<file path="src/hw/rtl/spsub_pkg.sv">
`timescale 1ns / 1ps

package spsub_pkg;

  // Sizes
  localparam int MAX_PATTERN_DEF = 16;
  localparam int QUEUE_DEPTH_DEF = 4;
  localparam int LEN_W           = 5;
  localparam int IDX_W           = 3;
  localparam int CFG_W           = 64;
  localparam int BYTE_W          = 8;

  // Register indexes
  localparam logic [IDX_W-1:0] REG_PAT_LO   = 3'd0;
  localparam logic [IDX_W-1:0] REG_PAT_HI   = 3'd1;
  localparam logic [IDX_W-1:0] REG_SWAP_LO  = 3'd2;
  localparam logic [IDX_W-1:0] REG_SWAP_HI  = 3'd3;
  localparam logic [IDX_W-1:0] REG_PAT_LEN  = 3'd4;
  localparam logic [IDX_W-1:0] REG_SWAP_LEN = 3'd5;

  // What the back end has to emit for one item
  typedef enum logic [1:0] {
    CMD_PREFIX_BYTE, // matched prefix, then the mismatching byte
    CMD_PREFIX,      // matched prefix only (end of stream flush)
    CMD_SWAP         // full replacement run
  } cmd_kind_t;

  typedef struct packed {
    cmd_kind_t          kind;
    logic [LEN_W-1:0]   len;
    logic [BYTE_W-1:0]  data;
  } cmd_t;

  // Settled configuration shared by front and back
  typedef struct packed {
    logic [2*CFG_W-1:0] pattern;
    logic [2*CFG_W-1:0] swap;
    logic [LEN_W-1:0]   slen;
    logic [LEN_W-1:0]   rlen;
  } match_cfg_t;

  // Byte j of a 16-byte word, byte 0 in the low bits
  function automatic logic [BYTE_W-1:0] pick_byte(input logic [2*CFG_W-1:0] v,
                                                  input logic [3:0] j);
    pick_byte = v[{j, 3'b000} +: BYTE_W];
  endfunction

endpackage

</file>
<file path="src/hw/rtl/spsub_in_if.sv">
`timescale 1ns / 1ps

interface spsub_in_if;
  logic       valid;
  logic       ready;
  logic [7:0] data_byte;
  logic       end_of_stream;

  modport source (output valid, output data_byte, output end_of_stream, input ready);
  modport sink   (input valid, input data_byte, input end_of_stream, output ready);
endinterface

</file>
<file path="src/hw/rtl/spsub_out_if.sv">
`timescale 1ns / 1ps

interface spsub_out_if;
  logic       valid;
  logic       ready;
  logic [7:0] out_byte;
  logic       run_last;

  modport source (output valid, output out_byte, output run_last, input ready);
  modport sink   (input valid, input out_byte, input run_last, output ready);
endinterface

</file>
<file path="src/hw/rtl/spsub_front.sv">
`timescale 1ns / 1ps

module spsub_front (
  input  logic                clk,
  input  logic                rst_n,
  spsub_in_if.sink            in_chan,
  input  spsub_pkg::match_cfg_t cfg,
  input  logic                cfg_clear,
  input  logic                q_full,
  output logic                push,
  output spsub_pkg::cmd_t     push_cmd
);

  logic [spsub_pkg::LEN_W-1:0]  cnt_r, cnt_nxt;
  logic [spsub_pkg::LEN_W-1:0]  cnt_eff, cnt_inc;
  logic [spsub_pkg::BYTE_W-1:0] pat_b;
  logic                         acc, hit;

  assign in_chan.ready = !q_full;
  assign acc           = in_chan.valid && in_chan.ready;

  // Compare against the next expected pattern byte
  assign cnt_eff = (cnt_r >= cfg.slen) ? '0 : cnt_r;
  assign pat_b   = spsub_pkg::pick_byte(cfg.pattern, cnt_eff[3:0]);
  assign hit     = (in_chan.data_byte == pat_b);
  assign cnt_inc = cnt_eff + spsub_pkg::LEN_W'(1);

  // Classify the item into a back-end command
  always_comb begin
    push          = 1'b0;
    push_cmd.kind = spsub_pkg::CMD_PREFIX_BYTE;
    push_cmd.len  = cnt_eff;
    push_cmd.data = in_chan.data_byte;
    cnt_nxt       = cnt_r;
    if (acc) begin
      if (in_chan.end_of_stream) begin
        push          = (cnt_eff != '0);
        push_cmd.kind = spsub_pkg::CMD_PREFIX;
        cnt_nxt       = '0;
      end else if (hit) begin
        if (cnt_inc >= cfg.slen) begin
          push          = 1'b1;
          push_cmd.kind = spsub_pkg::CMD_SWAP;
          push_cmd.len  = cfg.slen;
          cnt_nxt       = '0;
        end else begin
          cnt_nxt = cnt_inc;
        end
      end else begin
        push    = 1'b1;
        cnt_nxt = '0;
      end
    end
    if (cfg_clear) begin
      cnt_nxt = '0;
    end
  end

  always_ff @(posedge clk) begin
    if (!rst_n) begin
      cnt_r <= '0;
    end else begin
      cnt_r <= cnt_nxt;
    end
  end

  // Match count never reaches the pattern length
  a_cnt_below_len: assert property (@(posedge clk) disable iff (!rst_n)
    cnt_r < cfg.slen) else $error("match count reached pattern length");

  // End of stream always leaves no pending prefix
  a_eos_clears: assert property (@(posedge clk) disable iff (!rst_n)
    acc && in_chan.end_of_stream |=> cnt_r == '0)
    else $error("prefix left pending after end of stream");

endmodule

</file>
<file path="src/hw/rtl/spsub_queue.sv">
`timescale 1ns / 1ps

module spsub_queue #(
  parameter int DEPTH = spsub_pkg::QUEUE_DEPTH_DEF
) (
  input  logic            clk,
  input  logic            rst_n,
  input  logic            push,
  input  spsub_pkg::cmd_t push_cmd,
  output logic            full,
  input  logic            pop,
  output logic            head_valid,
  output spsub_pkg::cmd_t head_cmd
);

  localparam int PTR_W = (DEPTH > 1) ? $clog2(DEPTH) : 1;
  localparam int CNT_W = $clog2(DEPTH + 1);

  spsub_pkg::cmd_t    mem_r [DEPTH];
  logic [PTR_W-1:0]   wr_ptr_r, rd_ptr_r;
  logic [CNT_W-1:0]   count_r;
  logic               do_push, do_pop;

  assign full       = (count_r == CNT_W'(DEPTH));
  assign head_valid = (count_r != '0);
  assign head_cmd   = mem_r[rd_ptr_r];
  assign do_push    = push && !full;
  assign do_pop     = pop && head_valid;

  // Entry storage
  always_ff @(posedge clk) begin
    if (do_push) begin
      mem_r[wr_ptr_r] <= push_cmd;
    end
  end

  // Pointers and fill count
  always_ff @(posedge clk) begin
    if (!rst_n) begin
      wr_ptr_r <= '0;
      rd_ptr_r <= '0;
      count_r  <= '0;
    end else begin
      if (do_push) begin
        wr_ptr_r <= (wr_ptr_r == PTR_W'(DEPTH - 1)) ? '0 : wr_ptr_r + PTR_W'(1);
      end
      if (do_pop) begin
        rd_ptr_r <= (rd_ptr_r == PTR_W'(DEPTH - 1)) ? '0 : rd_ptr_r + PTR_W'(1);
      end
      if (do_push && !do_pop) begin
        count_r <= count_r + CNT_W'(1);
      end else if (do_pop && !do_push) begin
        count_r <= count_r - CNT_W'(1);
      end
    end
  end

  // A push is only offered when there is room
  a_no_overflow: assert property (@(posedge clk) disable iff (!rst_n)
    push |-> !full) else $error("push into full queue");

endmodule

</file>
<file path="src/hw/rtl/spsub_back.sv">
`timescale 1ns / 1ps

module spsub_back (
  input  logic                  clk,
  input  logic                  rst_n,
  input  spsub_pkg::match_cfg_t cfg,
  input  logic                  head_valid,
  input  spsub_pkg::cmd_t       head_cmd,
  output logic                  pop,
  spsub_out_if.source           out_chan
);

  logic [spsub_pkg::LEN_W-1:0]  pos_r, pos_nxt;
  logic                         out_valid_r, out_valid_nxt;
  logic [spsub_pkg::BYTE_W-1:0] out_byte_r;
  logic                         out_last_r;
  logic [spsub_pkg::BYTE_W-1:0] gen_byte;
  logic                         gen_last, load;

  assign out_chan.valid    = out_valid_r;
  assign out_chan.out_byte = out_byte_r;
  assign out_chan.run_last = out_last_r;

  // Output register free or draining this cycle
  assign load = head_valid && (!out_valid_r || out_chan.ready);

  // Byte at the current run position
  always_comb begin
    unique case (head_cmd.kind)
      spsub_pkg::CMD_PREFIX_BYTE: begin
        if (pos_r < head_cmd.len) begin
          gen_byte = spsub_pkg::pick_byte(cfg.pattern, pos_r[3:0]);
          gen_last = 1'b0;
        end else begin
          gen_byte = head_cmd.data;
          gen_last = 1'b1;
        end
      end
      spsub_pkg::CMD_PREFIX: begin
        gen_byte = spsub_pkg::pick_byte(cfg.pattern, pos_r[3:0]);
        gen_last = (pos_r == head_cmd.len - spsub_pkg::LEN_W'(1));
      end
      spsub_pkg::CMD_SWAP: begin
        gen_byte = (pos_r < cfg.rlen) ? spsub_pkg::pick_byte(cfg.swap, pos_r[3:0])
                                      : '0;
        gen_last = (pos_r == head_cmd.len - spsub_pkg::LEN_W'(1));
      end
      default: begin
        gen_byte = head_cmd.data;
        gen_last = 1'b1;
      end
    endcase
  end

  assign pop = load && gen_last;

  always_comb begin
    pos_nxt = pos_r;
    if (load) begin
      pos_nxt = gen_last ? '0 : pos_r + spsub_pkg::LEN_W'(1);
    end
    if (load) begin
      out_valid_nxt = 1'b1;
    end else if (out_chan.ready) begin
      out_valid_nxt = 1'b0;
    end else begin
      out_valid_nxt = out_valid_r;
    end
  end

  always_ff @(posedge clk) begin
    if (!rst_n) begin
      pos_r       <= '0;
      out_valid_r <= 1'b0;
    end else begin
      pos_r       <= pos_nxt;
      out_valid_r <= out_valid_nxt;
    end
  end

  // Output payload
  always_ff @(posedge clk) begin
    if (load) begin
      out_byte_r <= gen_byte;
      out_last_r <= gen_last;
    end
  end

  // Finishing a command restarts the run position
  a_pos_restart: assert property (@(posedge clk) disable iff (!rst_n)
    pop |=> pos_r == '0) else $error("run position not restarted");

  // A waiting command fills an empty output register
  a_fill_empty: assert property (@(posedge clk) disable iff (!rst_n)
    head_valid && !out_valid_r |=> out_valid_r)
    else $error("output register left empty with work pending");

endmodule

</file>
<file path="src/hw/rtl/stream_pattern_substitute.sv">
`timescale 1ns / 1ps

// Fixed-length pattern substitution on a byte stream.
// in_chan carries one item per byte (data_byte) or an end-of-stream marker
// (end_of_stream, no byte). out_chan carries the substituted bytes; run_last
// marks the last byte caused by one input item. Both use valid/ready.
// The cfg_* port writes the pattern, replacement and lengths; any write to a
// defined register drops a partially matched prefix. Write only when idle.
// An accepted item is registered as a command in the queue; the back end
// then registers its bytes in the output register. The back end emits one
// byte per cycle while the receiver is ready; an item causes 0 to 16 bytes,
// and one that only extends a partial match costs nothing downstream. Input
// is accepted every cycle while the command queue between front and back
// (QUEUE_DEPTH entries) has room; a long replacement run or a stalled
// receiver fills it and then holds in_chan.ready low. Results wait in the
// output register while the receiver stalls; nothing is dropped.
// Reset clears the match count, the queue and the output valid, and loads
// the register defaults (pattern length 1, everything else zero).

module stream_pattern_substitute #(
  parameter int MAX_PATTERN = spsub_pkg::MAX_PATTERN_DEF,
  parameter int QUEUE_DEPTH = spsub_pkg::QUEUE_DEPTH_DEF
) (
  input  logic                        clk,
  input  logic                        rst_n,
  spsub_in_if.sink                    in_chan,
  spsub_out_if.source                 out_chan,
  input  logic                        cfg_we,
  input  logic [spsub_pkg::IDX_W-1:0] cfg_index,
  input  logic [spsub_pkg::CFG_W-1:0] cfg_wdata
);

  logic [spsub_pkg::CFG_W-1:0] pat_lo_r, pat_hi_r, swap_lo_r, swap_hi_r;
  logic [spsub_pkg::LEN_W-1:0] pat_len_r, swap_len_r;
  logic [spsub_pkg::LEN_W-1:0] slen;
  logic                        cfg_clear;
  spsub_pkg::match_cfg_t       mcfg;
  spsub_pkg::cmd_t             push_cmd, head_cmd;
  logic                        push, q_full, pop, head_valid;

  // Configuration registers
  always_ff @(posedge clk) begin
    if (!rst_n) begin
      pat_lo_r   <= '0;
      pat_hi_r   <= '0;
      swap_lo_r  <= '0;
      swap_hi_r  <= '0;
      pat_len_r  <= spsub_pkg::LEN_W'(1);
      swap_len_r <= '0;
    end else if (cfg_we) begin
      unique case (cfg_index)
        spsub_pkg::REG_PAT_LO:   pat_lo_r   <= cfg_wdata;
        spsub_pkg::REG_PAT_HI:   pat_hi_r   <= cfg_wdata;
        spsub_pkg::REG_SWAP_LO:  swap_lo_r  <= cfg_wdata;
        spsub_pkg::REG_SWAP_HI:  swap_hi_r  <= cfg_wdata;
        spsub_pkg::REG_PAT_LEN:  pat_len_r  <= cfg_wdata[spsub_pkg::LEN_W-1:0];
        spsub_pkg::REG_SWAP_LEN: swap_len_r <= cfg_wdata[spsub_pkg::LEN_W-1:0];
        default: ;
      endcase
    end
  end

  assign cfg_clear = cfg_we && (cfg_index <= spsub_pkg::REG_SWAP_LEN);

  // Effective lengths: pattern 1..MAX_PATTERN, replacement no longer than it
  always_comb begin
    if (pat_len_r == '0) begin
      slen = spsub_pkg::LEN_W'(1);
    end else if (pat_len_r > spsub_pkg::LEN_W'(MAX_PATTERN)) begin
      slen = spsub_pkg::LEN_W'(MAX_PATTERN);
    end else begin
      slen = pat_len_r;
    end
  end

  assign mcfg.pattern = {pat_hi_r, pat_lo_r};
  assign mcfg.swap    = {swap_hi_r, swap_lo_r};
  assign mcfg.slen    = slen;
  assign mcfg.rlen    = (swap_len_r < slen) ? swap_len_r : slen;

  spsub_front u_front (
    .clk       (clk),
    .rst_n     (rst_n),
    .in_chan   (in_chan),
    .cfg       (mcfg),
    .cfg_clear (cfg_clear),
    .q_full    (q_full),
    .push      (push),
    .push_cmd  (push_cmd)
  );

  spsub_queue #(
    .DEPTH (QUEUE_DEPTH)
  ) u_queue (
    .clk        (clk),
    .rst_n      (rst_n),
    .push       (push),
    .push_cmd   (push_cmd),
    .full       (q_full),
    .pop        (pop),
    .head_valid (head_valid),
    .head_cmd   (head_cmd)
  );

  spsub_back u_back (
    .clk        (clk),
    .rst_n      (rst_n),
    .cfg        (mcfg),
    .head_valid (head_valid),
    .head_cmd   (head_cmd),
    .pop        (pop),
    .out_chan   (out_chan)
  );

endmodule
</file>
<file path="src/flat_wrapper.sv">
// flat-port wrapper written by rule: the top's interface ports become plain ports
module stream_pattern_substitute_flat 
#(
  parameter int MAX_PATTERN = spsub_pkg::MAX_PATTERN_DEF,
  parameter int QUEUE_DEPTH = spsub_pkg::QUEUE_DEPTH_DEF
)
  (clk, rst_n, cfg_we, cfg_index, cfg_wdata, in_chan_valid, in_chan_data_byte, in_chan_end_of_stream, in_chan_ready, out_chan_valid, out_chan_out_byte, out_chan_run_last, out_chan_ready);
  spsub_in_if in_chan_i ();
  spsub_out_if out_chan_i ();
  input  logic clk;
  input  logic rst_n;
  input  logic cfg_we;
  input  logic [spsub_pkg::IDX_W-1:0] cfg_index;
  input  logic [spsub_pkg::CFG_W-1:0] cfg_wdata;
  input wire logic [$bits(in_chan_i.valid)-1:0] in_chan_valid;
  input wire logic [$bits(in_chan_i.data_byte)-1:0] in_chan_data_byte;
  input wire logic [$bits(in_chan_i.end_of_stream)-1:0] in_chan_end_of_stream;
  output wire logic [$bits(in_chan_i.ready)-1:0] in_chan_ready;
  output wire logic [$bits(out_chan_i.valid)-1:0] out_chan_valid;
  output wire logic [$bits(out_chan_i.out_byte)-1:0] out_chan_out_byte;
  output wire logic [$bits(out_chan_i.run_last)-1:0] out_chan_run_last;
  input wire logic [$bits(out_chan_i.ready)-1:0] out_chan_ready;
  assign in_chan_i.valid = in_chan_valid;
  assign in_chan_i.data_byte = in_chan_data_byte;
  assign in_chan_i.end_of_stream = in_chan_end_of_stream;
  assign in_chan_ready = in_chan_i.ready;
  assign out_chan_valid = out_chan_i.valid;
  assign out_chan_out_byte = out_chan_i.out_byte;
  assign out_chan_run_last = out_chan_i.run_last;
  assign out_chan_i.ready = out_chan_ready;
  stream_pattern_substitute #(.MAX_PATTERN(MAX_PATTERN), .QUEUE_DEPTH(QUEUE_DEPTH)) u_core (.clk(clk), .rst_n(rst_n), .in_chan(in_chan_i), .out_chan(out_chan_i), .cfg_we(cfg_we), .cfg_index(cfg_index), .cfg_wdata(cfg_wdata));
endmodule
</file>
<file path="config.mk">
export PLATFORM = sky130hd
export DESIGN_NAME = stream_pattern_substitute_flat
export DESIGN_NICKNAME = d
export VERILOG_FILES = /design/src/hw/rtl/spsub_pkg.sv /design/src/hw/rtl/spsub_in_if.sv /design/src/hw/rtl/spsub_out_if.sv /design/src/hw/rtl/spsub_front.sv /design/src/hw/rtl/spsub_queue.sv /design/src/hw/rtl/spsub_back.sv /design/src/hw/rtl/stream_pattern_substitute.sv /design/src/flat_wrapper.sv
export SDC_FILE = /design/constraint.sdc
export NUM_CORES = 1
export LEC_CHECK = 0
export BUFFER_PORTS_ARGS = -buffer_cell sky130_fd_sc_hd__buf_2
export CORE_MARGIN = 1
export CORE_UTILIZATION = 25
export DETAILED_ROUTE_END_ITERATION = 16
export GPL_TIMING_DRIVEN = 0
export PLACE_DENSITY = 0.45
export SYNTH_ARGS = -nofsm -noshare
export SYNTH_HDL_FRONTEND = slang
export SYNTH_HIERARCHICAL = 1
export SYNTH_SLANG_ARGS = --single-unit
</file>
<file path="constraint.sdc">
create_clock -name clk -period 5.45 [get_ports clk]
set_clock_uncertainty 0.05 [all_clocks]
set_input_delay 0.2725 -clock clk [delete_from_list [all_inputs] [get_ports clk]]
set_output_delay 0.2725 -clock clk [all_outputs]
set_load 0.02 [all_outputs]
</file>
==> metrics.txt <==
outcome=finished, final reports clean; Setup CP Type=register to register; sequential cell area=slightly below 8000 um2; Post-Syn Nets=2059; gr ovfl total=0; multi-input logic area=9950 um2; power per cell area=slightly above 300 nW/um2; Unique masters post-synth=slightly below 90; r2r worst-path depth=23; CTS tree=yes; Worst Hold Depth=3; global-route wire length before repair=107 mm; Placer Congestion=0.917; Required @ worst endpoint=5.89 ns; CTS buffer count=42; sequential-to-total area share from yosys stat=0.416; Yosys warnings=6; Hold WC Path Type=primary input to register; Detail Route Antenna Nets=0; setup_tns=0 ns; leakage power=7.86 nW; final setup vio count=0; crit-path max FO=10; post-route clock period utilization=0.957; Area Growth Syn to Fin=20.6%; H-tree levels=2; worst r2r dst=u_core/u_queue/count_r[2]; chip width=between 200 and 300 um; core area=73600 um2; RSZ-0062 raised after global routing=no; Async SR Flop Fraction=0; Final Routed Wirelength=75.3 mm; #FFs+latches synth=~360; share of layout cells above drive strength 1=0.186; Slew HR=0.355; vias in the first global route=between 15k and 20k; Final Hold Viols=0; 1st-iter DRT viols=1460; clk_lat worst skew=0.57 ns; FILL cells=7780; Worst Setup Start Kind=register; dpl hpwl=about 60 mm; largest net degree at the start of global routing=16; Post-Synthesis Cell Area=18700 um2; routed len/inst=24.1 um; WHS=0.0270 ns; DIE HEIGHT=276 um; CP Capture Type=register; Via Count=15.6k; r2r setup slk=approximately 0.23 ns; minimum clock period=5.22 ns; CP arrival=5.66 ns; slew of the pin with the lowest slew margin=0.968 ns; CTS Sinks=355; WHS Endpoint=u_core/pat_lo_r[36]; Total Die Area=76000 um2; DR vias/cell=5.00; most common cell after layout, fill and taps aside=nand2_1; starting density of the core=0.254; io pins=between 90 and 100; initial antenna violation count=3; row count=approximately 100; total global-route track usage=0.197; Post-synth EDFFs=69; Synth Area per Inst=9.65 um2; Synth Instances=1940; Max Buffers Root-to-Sink=3; root buffer cell=clkbuf_16; clk slew on worst S/H paths=0.06 ns; top_reg_cell synth=dfxtp_1; most frequent cells in the layout=nand2_1, dfxtp_1, a21boi_1, buf_2, a21boi_0; worst vdd ir=0.180 mV; Residual DRC=0; IO buf count=89; Crit Reg-Reg Startpoint=u_core/pat_len_r[4]; Pins Over Slew Limit=0; Pre-antenna DRT Iters=5; hold path startpoint=cfg_wdata[36]; nets=around 2.3k; max-cap check violation count=0; Peak Freq=192 MHz
==> worst max-delay path by stage <==
stage                                end                start  depth (start not counted)  slack [ns]
2_1_floorplan  u_core/u_queue/count_r[2]  u_core/pat_len_r[1]                         27        0.75
3_3_place_gp   u_core/u_queue/count_r[2]  u_core/pat_len_r[1]                         24       -0.49
3_5_place_dp   u_core/u_queue/count_r[2]  u_core/pat_len_r[1]                         24       -0.65
4_1_cts        u_core/u_queue/count_r[2]  u_core/pat_len_r[4]                         28       0.009
5_1_grt        u_core/u_queue/count_r[2]  u_core/pat_len_r[1]                         24       0.002
6_report       u_core/u_queue/count_r[2]  u_core/pat_len_r[4]                         23        0.23
==> critical path: stages, from the launching register on <==
cell	delay, ns
dfxtp_2	0.42
clkbuf_1	0.16
inv_1	0.10
ha_2	0.41
nand4_1	0.19
o22ai_4	0.28
buf_8	0.16
buf_8	0.14
clkbuf_4	0.22
nor3_2	0.09
o22ai_1	0.39
xnor2_1	0.18
a2111oi_1	0.07
a31o_2	0.30
o211ai_1	0.14
o21a_1	0.17
nor2b_1	0.13
buf_4	0.16
ha_2	0.20
inv_1	0.06
fa_1	0.37
xor2_1	0.17
or3_2	0.41
a21boi_1	0.17
==> power breakdown <==
part | internal [mW] | switching (mW) | total, mW
sequential | 2.78 | 0.0680 | 2.85
combinational | 0.464 | 0.678 | 1.14
clock | 1.71 | 1.14 | 2.85
total | 4.95 | 1.89 | 6.84
==> per-stage QoR <==
step	worst slack, ns	util	instance area (um2)	instances	power, mW
floorplan	0.752	-	18700	1940	3.59
detailed placement	-0.651	0.277	20400	2988	4.01
finish	0.232	0.307	22600	3126	6.84
global placement	-0.495	0.277	20400	2988	3.99
global route	0.00212	0.307	22600	3125	7.10
CTS	0.00887	0.304	22300	3113	6.90
==> Yosys cell counts, types with 7 or more instances <==
cell type  instances  area share
nand2_1          560        0.11
dfxtp_1          286        0.31
a21boi_1         160       0.064
a21boi_0          99       0.040
mux2i_1           71       0.038
edfxtp_1          69        0.11
mux4_2            58       0.070
buf_2             42       0.011
a21oi_1           41       0.011
clkbuf_1          41      0.0082
inv_1             39      0.0078
o21ai_0           39       0.010
nor2_1            38      0.0076
ha_1              37       0.025
buf_6             34       0.020
nand3_1           33      0.0088
buf_4             23      0.0092
mux4_1            21       0.029
mux2_2            18       0.011
nor3_1            18      0.0048
nor2b_1           15      0.0050
xnor2_1           12      0.0056
or3_1             10      0.0033
a32oi_1            9      0.0042
and3_1             9      0.0030
o21ai_1            9      0.0024
xor2_1             9      0.0042
nor4_1             8      0.0027
o211ai_1           8      0.0032
nand2b_1           7      0.0023
==> layout make-up <==
cell class,instances,share of cell area
multi-input cells,1399,0.441
flip-flops and latches,355,0.345
well taps,959,0.0531
clock buffers,59,0.0525
repair buffers,154,0.0479
plain buffers,146,0.0448
clock inverters,13,0.00837
inverters,40,0.00687
diodes,1,0.000111
==> layer usage <==
layer,track usage,vias up,wire length (um)
met5,0,-,0
met4,0.0653,0,2340
met3,0.0222,116,4590
met2,0.314,540,34000
met1,0.275,7708,34400
li1,-,7254,-
==> registers in the layout, indices dropped and copies added (netlist names), named ones only <==
register and flops:
u_core/pat_hi_r 64, u_core/pat_lo_r 64, u_core/swap_hi_r 64, u_core/swap_lo_r 64
u_core/u_queue/mem_r 60, u_core/u_back/out_chan.out_byte 8, u_core/pat_len_r 5, u_core/swap_len_r 5
u_core/u_back/pos_r 5, u_core/u_front/cnt_r 5, u_core/u_queue/count_r 3, u_core/u_queue/rd_ptr_r 2
u_core/u_queue/wr_ptr_r 2, u_core/u_back/out_chan.run_last 1, u_core/u_back/out_chan.valid 1
==> repair_timing <==
action,4_1_cts,5_1_grt
endpoints found under the setup margin,63,2
gates cloned,0,1
setup buffers,1,11
hold buffers,52,0
pin swaps,2,8
endpoints found under the hold margin,168,0
resized for setup,16,28
==> cells by family (layout without fill, tap and decap cells) <==
group	Yosys count	after routing	share of synthesized area
AO/OA/AOI/OAI	435	435	0.169
XOR/XNOR	21	21	0.00982
adder cells (fa/ha/maj)	38	38	0.0258
buffers and inverters	186	412	0.0613
flip-flops	355	355	0.416
multiplexers	169	169	0.149
other	0	1	0
AND/OR/NAND/NOR	736	736	0.169
Note: power is estimated with default switching activity, not from simulation.
